[src/decimal_tlv_field_parser_unit_macros.svh]
// Assertion macros shared by the decimal TLV field parser unit.
`ifndef DECIMAL_TLV_FIELD_PARSER_UNIT_MACROS_SVH
`define DECIMAL_TLV_FIELD_PARSER_UNIT_MACROS_SVH

// Same-cycle implication, checked on every clock edge outside reset.
`define DTLV_ASSERT_NOW(lbl, ante, cons, msg) \
    lbl: assert property (@(posedge i_clk) disable iff (!i_rst_n) (ante) |-> (cons)) \
        else $error(msg);

// Next-cycle implication, checked on every clock edge outside reset.
`define DTLV_ASSERT_NEXT(lbl, ante, cons, msg) \
    lbl: assert property (@(posedge i_clk) disable iff (!i_rst_n) (ante) |=> (cons)) \
        else $error(msg);

`endif

[src/dtlv_pkg.sv]
// Types and constants of the decimal TLV field parser unit.
package dtlv_pkg;

    // One input beat: a character and the end-of-string mark.
    typedef struct packed {
        logic [7:0] char_byte;
        logic       string_end;
    } t_in_beat;

    // One result beat.
    typedef struct packed {
        logic       result_kind;
        logic [6:0] tag_number;
        logic [7:0] value_byte;
        logic       value_end;
        logic       fields_valid;
        logic       run_last;
    } t_out_beat;

    // Results produced by one parsed character, in delivery order.
    typedef struct packed {
        logic [1:0] count;
        t_out_beat  first;
        t_out_beat  second;
    } t_push;

    // Parse phases.
    typedef enum logic [1:0] {
        PH_TAG,
        PH_LEN,
        PH_VAL,
        PH_STOP
    } t_phase;

    // Result kinds.
    localparam logic RK_VALUE   = 1'b0;
    localparam logic RK_VERDICT = 1'b1;

    // Push counts.
    localparam logic [1:0] PUSH_NONE = 2'd0;
    localparam logic [1:0] PUSH_ONE  = 2'd1;
    localparam logic [1:0] PUSH_TWO  = 2'd2;

    // Field widths.
    localparam int unsigned TAG_W = 7;
    localparam int unsigned LEN_W = 10;

    // ASCII digit range.
    localparam logic [7:0] CHAR_ZERO = 8'h30;
    localparam logic [7:0] CHAR_NINE = 8'h39;

    // Known tags: a contiguous range plus one extra tag.
    localparam logic [6:0] TAG_KNOWN_LO = 7'd2;
    localparam logic [6:0] TAG_KNOWN_HI = 7'd8;
    localparam logic [6:0] TAG_EXTRA    = 7'd52;
    localparam logic [6:0] TAG_UNKNOWN  = 7'd1;

    // Tags whose lengths are checked, and the lengths they must carry.
    localparam int unsigned NUM_SLOTS = 3;
    localparam logic [6:0] TAG_SLOT0  = 7'd2;
    localparam logic [6:0] TAG_SLOT1  = 7'd3;
    localparam logic [6:0] TAG_SLOT2  = 7'd8;
    localparam logic [9:0] REQ_LEN0   = 10'd14;
    localparam logic [9:0] REQ_LEN1   = 10'd15;
    localparam logic [9:0] REQ_LEN2   = 10'd4;

    // Default depth of the result queue.
    localparam int unsigned QUEUE_DEPTH = 4;

endpackage

[src/dtlv_parser.sv]
// Parse state machine: turns one character into zero, one or two result beats.
module dtlv_parser (
    input  logic               i_clk,
    input  logic               i_rst_n,
    input  logic               i_go,
    input  dtlv_pkg::t_in_beat i_beat,
    output dtlv_pkg::t_push    o_push
);

    // Parse state.
    dtlv_pkg::t_phase                  r_phase, n_phase;
    logic [1:0]                        r_digit_count, n_digit_count;
    logic                              r_leading, n_leading;
    logic [dtlv_pkg::TAG_W-1:0]        r_tag, n_tag;
    logic [dtlv_pkg::LEN_W-1:0]        r_len, n_len;
    logic [dtlv_pkg::LEN_W-1:0]        r_rem, n_rem;
    logic [dtlv_pkg::LEN_W-1:0]        r_seen [dtlv_pkg::NUM_SLOTS];
    logic [dtlv_pkg::LEN_W-1:0]        n_seen [dtlv_pkg::NUM_SLOTS];
    logic [dtlv_pkg::LEN_W-1:0]        w_seen_upd [dtlv_pkg::NUM_SLOTS];

    logic                              w_isdig;
    logic [3:0]                        w_digit;
    logic [dtlv_pkg::TAG_W-1:0]        w_tag_mac;
    logic [dtlv_pkg::LEN_W-1:0]        w_len_mac;
    logic                              w_known;
    logic                              w_emit_value;
    logic                              w_ok;
    logic                              w_record;
    logic [dtlv_pkg::LEN_W-1:0]        w_record_len;
    dtlv_pkg::t_out_beat               w_value_beat;
    dtlv_pkg::t_out_beat               w_verdict_beat;

    // Digit decode and decimal accumulation.
    assign w_isdig   = (i_beat.char_byte >= dtlv_pkg::CHAR_ZERO) &&
                       (i_beat.char_byte <= dtlv_pkg::CHAR_NINE);
    assign w_digit   = 4'(i_beat.char_byte - dtlv_pkg::CHAR_ZERO);
    assign w_tag_mac = 7'(r_tag * 7'd10) + 7'(w_digit);
    assign w_len_mac = 10'(r_len * 10'd10) + 10'(w_digit);
    assign w_known   = ((r_tag >= dtlv_pkg::TAG_KNOWN_LO) && (r_tag <= dtlv_pkg::TAG_KNOWN_HI)) ||
                       (r_tag == dtlv_pkg::TAG_EXTRA);

    // Next state.
    always_comb begin
        n_phase       = r_phase;
        n_digit_count = r_digit_count;
        n_leading     = r_leading;
        n_tag         = r_tag;
        n_len         = r_len;
        n_rem         = r_rem;
        w_record      = 1'b0;
        w_record_len  = r_len;
        unique case (r_phase)
            dtlv_pkg::PH_TAG: begin
                if (w_isdig && r_leading) begin
                    n_tag = w_tag_mac;
                end else begin
                    n_leading = 1'b0;
                end
                n_digit_count = r_digit_count + 2'd1;
                if (r_digit_count >= 2'd1) begin
                    if (n_tag == '0) begin
                        n_phase = dtlv_pkg::PH_STOP;
                    end else begin
                        if (!n_leading) begin
                            n_tag = dtlv_pkg::TAG_UNKNOWN;
                        end
                        n_phase       = dtlv_pkg::PH_LEN;
                        n_digit_count = 2'd0;
                        n_leading     = 1'b1;
                        n_len         = '0;
                    end
                end
            end
            dtlv_pkg::PH_LEN: begin
                if (w_isdig && r_leading) begin
                    n_len = w_len_mac;
                end else begin
                    n_leading = 1'b0;
                end
                n_digit_count = r_digit_count + 2'd1;
                if (r_digit_count >= 2'd2) begin
                    if (n_len == '0) begin
                        // Empty value: record it and start the next record.
                        w_record      = 1'b1;
                        w_record_len  = '0;
                        n_phase       = dtlv_pkg::PH_TAG;
                        n_digit_count = 2'd0;
                        n_leading     = 1'b1;
                        n_tag         = '0;
                        n_len         = '0;
                        n_rem         = '0;
                    end else begin
                        n_rem         = n_len;
                        n_phase       = dtlv_pkg::PH_VAL;
                        n_digit_count = 2'd0;
                    end
                end
            end
            dtlv_pkg::PH_VAL: begin
                n_rem = (r_rem != '0) ? r_rem - 10'd1 : '0;
                if (n_rem == '0) begin
                    w_record      = 1'b1;
                    w_record_len  = r_len;
                    n_phase       = dtlv_pkg::PH_TAG;
                    n_digit_count = 2'd0;
                    n_leading     = 1'b1;
                    n_tag         = '0;
                    n_len         = '0;
                end
            end
            dtlv_pkg::PH_STOP: begin
                n_phase = r_phase;
            end
            default: begin
                n_phase = dtlv_pkg::PH_STOP;
            end
        endcase

        // Recorded lengths of the checked tags.
        for (int i = 0; i < dtlv_pkg::NUM_SLOTS; i++) begin
            w_seen_upd[i] = r_seen[i];
        end
        if (w_record) begin
            if (r_tag == dtlv_pkg::TAG_SLOT0) w_seen_upd[0] = w_record_len;
            if (r_tag == dtlv_pkg::TAG_SLOT1) w_seen_upd[1] = w_record_len;
            if (r_tag == dtlv_pkg::TAG_SLOT2) w_seen_upd[2] = w_record_len;
        end

        // The last character of a string returns everything to reset.
        for (int i = 0; i < dtlv_pkg::NUM_SLOTS; i++) begin
            n_seen[i] = i_beat.string_end ? '0 : w_seen_upd[i];
        end
        if (i_beat.string_end) begin
            n_phase       = dtlv_pkg::PH_TAG;
            n_digit_count = 2'd0;
            n_leading     = 1'b1;
            n_tag         = '0;
            n_len         = '0;
            n_rem         = '0;
        end
    end

    // Result beats.
    always_comb begin
        w_emit_value = (r_phase == dtlv_pkg::PH_VAL) && w_known;
        w_ok         = (w_seen_upd[0] == dtlv_pkg::REQ_LEN0) &&
                       (w_seen_upd[1] == dtlv_pkg::REQ_LEN1) &&
                       (w_seen_upd[2] == dtlv_pkg::REQ_LEN2);

        w_value_beat              = '0;
        w_value_beat.result_kind  = dtlv_pkg::RK_VALUE;
        w_value_beat.tag_number   = r_tag;
        w_value_beat.value_byte   = i_beat.char_byte;
        w_value_beat.value_end    = (r_rem <= 10'd1);
        w_value_beat.run_last     = !i_beat.string_end;

        w_verdict_beat              = '0;
        w_verdict_beat.result_kind  = dtlv_pkg::RK_VERDICT;
        w_verdict_beat.fields_valid = w_ok;
        w_verdict_beat.run_last     = 1'b1;

        o_push = '0;
        if (i_go) begin
            if (w_emit_value && i_beat.string_end) begin
                o_push.count  = dtlv_pkg::PUSH_TWO;
                o_push.first  = w_value_beat;
                o_push.second = w_verdict_beat;
            end else if (w_emit_value) begin
                o_push.count = dtlv_pkg::PUSH_ONE;
                o_push.first = w_value_beat;
            end else if (i_beat.string_end) begin
                o_push.count = dtlv_pkg::PUSH_ONE;
                o_push.first = w_verdict_beat;
            end
        end
    end

    // State registers.
    always_ff @(posedge i_clk) begin
        if (!i_rst_n) begin
            r_phase       <= dtlv_pkg::PH_TAG;
            r_digit_count <= 2'd0;
            r_leading     <= 1'b1;
            r_tag         <= '0;
            r_len         <= '0;
            r_rem         <= '0;
            for (int i = 0; i < dtlv_pkg::NUM_SLOTS; i++) begin
                r_seen[i] <= '0;
            end
        end else if (i_go) begin
            r_phase       <= n_phase;
            r_digit_count <= n_digit_count;
            r_leading     <= n_leading;
            r_tag         <= n_tag;
            r_len         <= n_len;
            r_rem         <= n_rem;
            for (int i = 0; i < dtlv_pkg::NUM_SLOTS; i++) begin
                r_seen[i] <= n_seen[i];
            end
        end
    end

endmodule

[src/dtlv_result_queue.sv]
// Small result queue: takes up to two beats a cycle, delivers one while not stalled.
module dtlv_result_queue #(
    parameter int unsigned DEPTH = dtlv_pkg::QUEUE_DEPTH
) (
    input  logic                i_clk,
    input  logic                i_rst_n,
    input  dtlv_pkg::t_push     i_push,
    output logic                o_room,
    output logic                o_valid,
    input  logic                i_stall,
    output dtlv_pkg::t_out_beat o_data
);

    localparam int unsigned PW = (DEPTH > 1) ? $clog2(DEPTH) : 1;
    localparam int unsigned CW = $clog2(DEPTH + 1);

    dtlv_pkg::t_out_beat r_mem [DEPTH];
    logic [PW-1:0]       r_wr, n_wr;
    logic [PW-1:0]       r_rd, n_rd;
    logic [CW-1:0]       r_count, n_count;
    logic                w_pop;
    logic [PW-1:0]       w_wr_next;

    function automatic logic [PW-1:0] f_inc(input logic [PW-1:0] p);
        logic [PW-1:0] q;
        q = (p == PW'(DEPTH - 1)) ? '0 : p + PW'(1);
        return q;
    endfunction

    // Room for a full two-beat push, judged from registered state only.
    assign o_room    = (r_count <= CW'(DEPTH - 2));
    assign o_valid   = (r_count != '0);
    assign o_data    = r_mem[r_rd];
    assign w_pop     = o_valid && !i_stall;
    assign w_wr_next = f_inc(r_wr);

    // Pointer and fill count updates.
    always_comb begin
        n_rd    = w_pop ? f_inc(r_rd) : r_rd;
        n_count = r_count + CW'(i_push.count) - CW'(w_pop);
        unique case (i_push.count)
            dtlv_pkg::PUSH_ONE: n_wr = w_wr_next;
            dtlv_pkg::PUSH_TWO: n_wr = f_inc(w_wr_next);
            default:            n_wr = r_wr;
        endcase
    end

    // Storage writes.
    always_ff @(posedge i_clk) begin
        if (i_push.count != dtlv_pkg::PUSH_NONE) begin
            r_mem[r_wr] <= i_push.first;
        end
        if (i_push.count == dtlv_pkg::PUSH_TWO) begin
            r_mem[w_wr_next] <= i_push.second;
        end
    end

    // Control registers.
    always_ff @(posedge i_clk) begin
        if (!i_rst_n) begin
            r_wr    <= '0;
            r_rd    <= '0;
            r_count <= '0;
        end else begin
            r_wr    <= n_wr;
            r_rd    <= n_rd;
            r_count <= n_count;
        end
    end

endmodule

[src/decimal_tlv_field_parser_unit.sv]
// Top level of the decimal TLV field parser unit.
// The unit accepts one string character per cycle and parses records of a
// two-digit tag, a three-digit length and that many value bytes. Each beat
// accepted is held in an input register, parsed once the result queue has
// room and its results written to the result queue, which offers them on the
// output. A character gives at most one result, except the last character
// of a string that is also a value byte of a known tag, which gives two; the
// queue delivers one result beat a cycle while the output is not stalled, so
// sustained rate is one character per cycle plus one extra output beat for
// each such string end. The input side stalls only while the result queue
// lacks room for two beats.
`include "decimal_tlv_field_parser_unit_macros.svh"

module decimal_tlv_field_parser_unit #(
    parameter int unsigned QUEUE_DEPTH = dtlv_pkg::QUEUE_DEPTH
) (
    input  logic                i_clk,
    input  logic                i_rst_n,
    input  logic                i_in_valid,
    output logic                o_in_stall,
    input  dtlv_pkg::t_in_beat  i_in_data,
    output logic                o_out_valid,
    input  logic                i_out_stall,
    output dtlv_pkg::t_out_beat o_out_data
);

    logic               r_in_valid, n_in_valid;
    dtlv_pkg::t_in_beat r_in;
    logic               w_room;
    logic               w_go;
    dtlv_pkg::t_push    w_push;

    // Input register: advances whenever the queue can take a full push.
    assign w_go       = r_in_valid && w_room;
    assign o_in_stall = r_in_valid && !w_room;

    always_comb begin
        if (i_in_valid && !o_in_stall) begin
            n_in_valid = 1'b1;
        end else if (w_go) begin
            n_in_valid = 1'b0;
        end else begin
            n_in_valid = r_in_valid;
        end
    end

    always_ff @(posedge i_clk) begin
        if (!i_rst_n) begin
            r_in_valid <= 1'b0;
        end else begin
            r_in_valid <= n_in_valid;
        end
    end

    always_ff @(posedge i_clk) begin
        if (i_in_valid && !o_in_stall) begin
            r_in <= i_in_data;
        end
    end

    // Parse state machine.
    dtlv_parser u_parser (
        .i_clk   (i_clk),
        .i_rst_n (i_rst_n),
        .i_go    (w_go),
        .i_beat  (r_in),
        .o_push  (w_push)
    );

    // Result queue towards the output channel.
    dtlv_result_queue #(
        .DEPTH (QUEUE_DEPTH)
    ) u_queue (
        .i_clk   (i_clk),
        .i_rst_n (i_rst_n),
        .i_push  (w_push),
        .o_room  (w_room),
        .o_valid (o_out_valid),
        .i_stall (i_out_stall),
        .o_data  (o_out_data)
    );

    // A character never yields more than two results.
    `DTLV_ASSERT_NOW(a_push_count, 1'b1, w_push.count != 2'd3, "more than two results pushed")
    // A double push is always a value byte followed by the verdict.
    `DTLV_ASSERT_NOW(a_double_order, w_push.count == dtlv_pkg::PUSH_TWO, (w_push.first.result_kind == dtlv_pkg::RK_VALUE) && (w_push.second.result_kind == dtlv_pkg::RK_VERDICT) && !w_push.first.run_last && w_push.second.run_last, "double push out of order")
    // A single push carries the last-result mark.
    `DTLV_ASSERT_NOW(a_single_last, w_push.count == dtlv_pkg::PUSH_ONE, w_push.first.run_last, "single result without last mark")
    // A held character stays held until the queue has room.
    `DTLV_ASSERT_NEXT(a_hold_in, r_in_valid && !w_room, r_in_valid, "held character lost")

endmodule

[config.mk]
export PLATFORM = sky130hd
export DESIGN_NAME = decimal_tlv_field_parser_unit
export DESIGN_NICKNAME = d
export VERILOG_FILES = /design/src/dtlv_pkg.sv /design/src/dtlv_parser.sv /design/src/dtlv_result_queue.sv /design/src/decimal_tlv_field_parser_unit.sv
export VERILOG_INCLUDE_DIRS = /design/src /design/src/src
export SDC_FILE = /design/constraint.sdc
export NUM_CORES = 1
export LEC_CHECK = 0
export ABC_AREA = 1
export BUFFER_PORTS_ARGS = -buffer_cell sky130_fd_sc_hd__buf_4
export CORE_MARGIN = 2
export CORE_UTILIZATION = 45
export CTS_BUF_LIST = sky130_fd_sc_hd__clkbuf_4 sky130_fd_sc_hd__clkbuf_8
export CTS_CLUSTER_DIAMETER = 50
export DETAILED_ROUTE_END_ITERATION = 7
export PLACE_DENSITY_LB_ADDON = 0.08
export SYNTH_ARGS = -nofsm -noshare
export SYNTH_HDL_FRONTEND = slang
export SYNTH_SLANG_ARGS = --single-unit
[constraint.sdc]
create_clock -name i_clk -period 5.4 [get_ports i_clk]
set_input_delay 0.81 -clock i_clk [delete_from_list [all_inputs] [get_ports i_clk]]
set_output_delay 0.81 -clock i_clk [all_outputs]
set_load 0.005 [all_outputs]
After elaboration in Yosys (flattened, before gate mapping)
Memory sizes are Yosys's and may differ from the RTL's. A register that Yosys moved wholly into a read port is not among the register bits. Index checks and enable logic that the tools add are counted.

Register bits after elaboration: 49. Latch bits: 0. Memory bits (writable): 106. Bits in read-only memories: 0. Word-level logic and storage cells: 172. Memories kept: 2.

Add/subtract/negate cells: 10. $mul: 2. Divide/modulo/power cells: 0. Order comparisons: 8. Equal/unequal tests: 21. Shift operators: 0. Muxes and demuxes: 82. Bitwise operators: 3. Reduce and logical (&&, ||, !) cells: 32.

Memories: u_queue.r_mem (depth 4, bits a word 19, read ports 1, clocked after Yosys merged registers in 1, write ports 2, RTL line dtlv_result_queue.sv:17) `dtlv_pkg::t_out_beat r_mem [DEPTH];`; u_parser.r_seen (depth 3, bits a word 10, read ports 3, clocked after Yosys merged registers in 0, write ports 3, RTL line dtlv_parser.sv:17) `logic [dtlv_pkg::LEN_W-1:0] r_seen [dtlv_pkg::NUM_SLOTS];`.

Operators with widths (number): 2-to-1 mux 10 bit (23); 2-to-1 mux 7 bit (9); 2-to-1 mux 20 bit (2); 2-to-1 mux 40 bit (1); 2-to-1 mux 2 bit (15); 2-to-1 mux 30 bit (1); one-hot mux 10 bit (3 select lines) (1); 2-to-1 mux 1 bit (21); 2-to-1 mux 21 bit (1); one-hot mux 7 bit (3 select lines) (1); equality test 10 x 4 -> 1 bit (second input constant) (2); zero test 10 bit (2); one-hot mux 10 bit (2 select lines) (1); 2-to-1 mux 19 bit (1); AND reduction 5 bit (3); equality test 7 x 2 -> 1 bit (second input constant) (2); equality test 2 bit (second input constant) (6); != test 3 x 2 -> 1 bit (second input constant) (4); one-hot mux 2 bit (3 select lines) (2); logical AND 1 bit (11); adder 10 x 4 -> 10 bit (1); equality test 10 x 3 -> 1 bit (second input constant) (1); less-or-equal comparator 10 x 1 -> 1 bit (second input constant) (1); multiplier 10 x 3 -> 9 bit (second input constant) (1); 32 further kinds (45).

Depth between registers and ports, before layout
Depth in word-level cells: 21. Depth in mapped cells: 26. Gate-level depth less buffers: 25.

Cells and area by module
Synthesis repeated with hierarchy kept, for this count alone.

Cell total of the unflattened synthesis: 1266. Area total of the unflattened synthesis: 9867.0 µm².

By module, submodules not included: dtlv_parser (times used 1, cells an instance 793, area each 5252.5 µm², seq. area each 1541.5 µm²); dtlv_result_queue (times used 1, cells an instance 454, area each 4284.1 µm², seq. area each 2462.4 µm²); decimal_tlv_field_parser_unit (times used 1, cells an instance 19, area each 330.3 µm², seq. area each 290.3 µm²).

Least setup slack after synthesis
Ideal clock, no wire load.

Path type: reg-to-reg. Start point: register u_parser.r_len[1] (netlist name). End point: memory u_queue.r_mem[0][1] (netlist name), data pin. Library setup time: 0.138 ns. Arrival time: 3.204 ns. Required time: 5.262 ns. Setup slack: 2.058 ns. Cell stages (with the launch flop): 22. Path buffers: 1. Cell sequence: dfxtp_1 -> ha_1 -> ha_1 -> fa_1 -> xnor2_1 -> nand3_1 -> nand3_1 -> nand2_1 -> nor2_1 -> nand3_1 -> nor2_2 -> nand4_2 -> a21oi_2 -> buf_6 -> nand3_1 -> nand2_1 -> nand2_1 -> nor2_1 -> nand2_1 -> nor2_2 -> nand2_2 -> nor2_1.

RTL lines: start: declaration (RTL line dtlv_parser.sv:15) `logic [dtlv_pkg::LEN_W-1:0] r_len, n_len;`; start signal: assignment (RTL line dtlv_parser.sv:195) `r_len <= n_len;`; end: declaration (RTL line dtlv_result_queue.sv:17).

==> flow_metrics.env <==
export IMPL_status="completed"
export IMPL_skew_ps=23.46
export IMPL_slowest_delay_ps=510
export IMPL_synth_edf_count=51
export IMPL_synth_ff_type="dfxtp_1"
export IMPL_drc=0
export IMPL_cts_buffers=17
export IMPL_synthTopCellsByCount="265 x nand2_1, 126 x inv_1, 122 x o21ai_0"
export IMPL_startpoint_type="register"
export IMPL_cts_tree="done"
export IMPL_synth_seq_area_share_pct=40.89
export IMPL_yosys_cell_types_count=48
export IMPL_async_reset_ff_share_pct=0
export IMPL_finalSetupViolCount=0
export IMPL_nets=1279
export IMPL_relSlewSlack_pct=20.29
export IMPL_fin_setup_tns_ps=0
export IMPL_final_layout_size_suffix_gt1_share_pct=9.601
export IMPL_coreArea_sq_mm=0.01946
export IMPL_ios=34
export IMPL_num_antenna_cells=0
export IMPL_syn_instance_count=1196
export IMPL_worstReg2RegEnd="u_queue.r_mem[3][1]$_DFFE_PP_"
export IMPL_wl_mm=23.76
export IMPL_crit_cells=22
export IMPL_ys_ff_latch=157
export IMPL_port_buffers=33
export IMPL_powerDensity_mw_per_mm2=352.6
export IMPL_antenna_found_initial=0
export IMPL_timing_fmax_ghz=0.2280
export IMPL_rows=51
export IMPL_n_fill_cell=1990
export IMPL_path_class="reg -> reg"
export IMPL_leakage_nw=4.246
export IMPL_die_h_microns=144.9
export IMPL_ff2ff_setup_slack_ps=1010
export IMPL_cp_max_fo=23
export IMPL_cp_top_family="simple AND/OR/NAND/NOR gates"
export IMPL_rsz0062_at_grt="no"
export IMPL_grt_overflow_total=0
export IMPL_endpoint="u_queue.r_mem[3][1]$_DFFE_PP_"
export IMPL_die_area_sq_mm=0.02100
export IMPL_worstMarginPinSlew_ps=1192
export IMPL_viasPerCell=5.305
export IMPL_fin_crit_sh_pct=81.23
export IMPL_synthesis_area_sq_mm=0.008935
export IMPL_grt_pass1_wl_mm=38.71
export IMPL_area_growth_pct=10.10
export IMPL_cts_root_buf="clkbuf_8"
export IMPL_start_util_pct=45.91
export IMPL_dp_hpwl_mm=16.44
export IMPL_hold_class="reg -> reg"
export IMPL_cp_cell_sequence="ha_1 > ha_1 > fa_1 > xnor2_1 > nor2_2 > nand2_1 > nor2_1 > nand2_1 > nand3_1 > nand2_1 > nor2_2 > nand4_2 > nand2_4 > nand3_1 > nand2_1 > nand2_1 > nand2_1 > nor2_1 > nand2_1 > nor2_2 > nand2_2 > nor2_1"
export IMPL_synth_area_leaders="dfxtp_1 24%, edfxtp_1 17%, nand2_1 11%"
export IMPL_clock_latency_ps=480
export IMPL_crit_buf_inv=0
export IMPL_crit_required_ps=5630
export IMPL_first_pass_iters=5
export IMPL_grt_max_degree=40
export IMPL_synth_top_area_share_pct=23.75
export IMPL_max_cap_violations=0
export IMPL_synth_most_common_cell="nand2_1"
export IMPL_rr_startpoint="u_parser.r_len[1]$_SDFFE_PN0P_"
export IMPL_cts_hold_buf=0
export IMPL_routabilityCongestion=0.8620
export IMPL_num_vias=7925
export IMPL_crit_start="u_parser.r_len[1]$_SDFFE_PN0P_"
export IMPL_grt_util_all_layers_pct=22.76
export IMPL_drt_iter0_drc=553
export IMPL_peakVddDrop_v=0.0001600
export IMPL_fin_util_pct=50.54
export IMPL_power_w=0.003468
export IMPL_fin_crit_ps=4386
export IMPL_rr_worst_depth=22
export IMPL_cts_sinks=157
export IMPL_ys_warn_count=0
export IMPL_cts_setup_buffers=0
export IMPL_die_w_microns=144.9
export IMPL_crit_arrival_ps=4620
export IMPL_cts_max_level=4
export IMPL_slew_violations=0
export IMPL_cpMostUsedCell="nand2_1"
export IMPL_synth_largest_area_cell="dfxtp_1"
export IMPL_grt_pass1_vias=7466
export IMPL_clockBufferDepth=2
export IMPL_syn_num_nets=1259
export IMPL_syn_avg_cell_area_sq_um=7.471
export IMPL_post_cts_resized=0
export IMPL_end_kind="register"
export IMPL_ant_nets=0
export IMPL_finalHoldViolations=0
export IMPL_cp_slowest_cell="dfxtp_1"
export IMPL_clkSlewWorstSetupHoldPaths_ps=100
export IMPL_wl_per_cell_microns=15.91
[power breakdown]
part	switching, W	total [W]	internal [W]
clock network	0.000530	0.000967	0.000437
logic	0.000683	0.00108	0.000399
registers	0.0000841	0.00142	0.00133
[cell usage in the layout, fill, tap and decap left out, types with 2 or more instances in the layout]
master	n
a211oi_1	6
a21oi_1	52
a31oi_1	4
buf_4	48
bufinv_16	2
clkbuf_8	17
clkinv_1	2
clkinv_8	2
dfxtp_1	106
edfxtp_1	51
fa_1	5
ha_1	45
inv_1	126
inv_2	6
inv_4	2
inv_6	4
inv_8	4
nand2_1	265
nand2_2	8
nand3_1	118
nand3_2	3
nand3_4	2
nand3b_1	2
nand4_1	14
nor2_1	113
nor2_2	7
nor2_4	3
nor3_1	4
nor3_2	3
o211a_1	2
o211ai_1	7
o21ai_0	122
o21ai_1	5
o22ai_1	36
or2_2	2
xnor2_1	8
xor2_1	9
[kinds of logic after synthesis]
group,share of synthesized area (%)
AND/OR/NAND/NOR,26.83
adder cells (fa/ha/maj),7.422
buffers and inverters,8.066
XOR/XNOR,1.667
flip-flops,40.89
AO/OA/AOI/OAI,15.12
[worst min-delay path: cells and delay by family, from the launching register on]
family          cells  cell delay [ps]
compound gates      1               50
simple gates        1               60
flops               1              320
[metrics by stage]
stage | hold WS (ps) | area [sq um] | setup slack (ps) | cells
final | 473.6 | 9837 | 1014 | 1494
after global routing | 482.3 | 9837 | 540.6 | 1494
after CTS | 474.9 | 9837 | 1035 | 1494
after detailed placement | 458.5 | 9409 | 1047 | 1462
after global placement | 452.8 | 9409 | 1169 | 1462
after floorplan | 440.8 | 8935 | 2058 | 1196
[how the worst min path moves through the flow]
stage	startpoint	end	slack, ps	cells after the start
final	u_parser.r_rem[1]$_SDFFE_PN0P_	u_parser.r_rem[1]$_SDFFE_PN0P_	470	2
after CTS	u_parser.r_rem[1]$_SDFFE_PN0P_	u_parser.r_rem[1]$_SDFFE_PN0P_	470	2
after global placement	u_parser.r_rem[1]$_SDFFE_PN0P_	u_parser.r_rem[1]$_SDFFE_PN0P_	450	2
after floorplan	u_parser.r_leading$_SDFFE_PN1P_	u_parser.r_leading$_SDFFE_PN1P_	440	2
after detailed placement	u_parser.r_rem[1]$_SDFFE_PN0P_	u_parser.r_rem[1]$_SDFFE_PN0P_	460	2
after global routing	i_in_data[5]	r_in[5]$_DFFE_PP_	480	1
[sequential cells by signal, summed over array words and instances, names as in the netlist, named ones only]
name and count:
u_queue.r_rd 2, u_parser.r_seen 30, u_parser.r_tag 7, u_queue.r_mem 76, u_parser.r_len 10, r_in 9
u_queue.r_wr 2, r_in_valid 1, u_parser.r_leading 1, u_queue.r_count 3, u_parser.r_digit_count 2, u_parser.r_phase 2
u_parser.r_rem 10
[per-layer routing]
| layer | routed length, microns | global-route usage, % |
|---|---|---|
| met1 | 11110 | 30.28 |
| met2 | 11370 | 38.29 |
| met3 | 930 | 3.742 |
| met4 | 349 | 6.436 |
| met5 | 0 | 0 |
[cell type report]
cell class	count	area (sq um)	area share [%]
multi-input cells	858	4561	46.36
flip-flops and latches	157	3654	37.14
inverters	134	503.0	5.113
repair buffers	48	360.3	3.663
well taps	265	331.6	3.371
clock buffers	17	234.0	2.379
clock inverters	15	193.9	1.972
No activity file was read; power rests on OpenSTA's default activity.
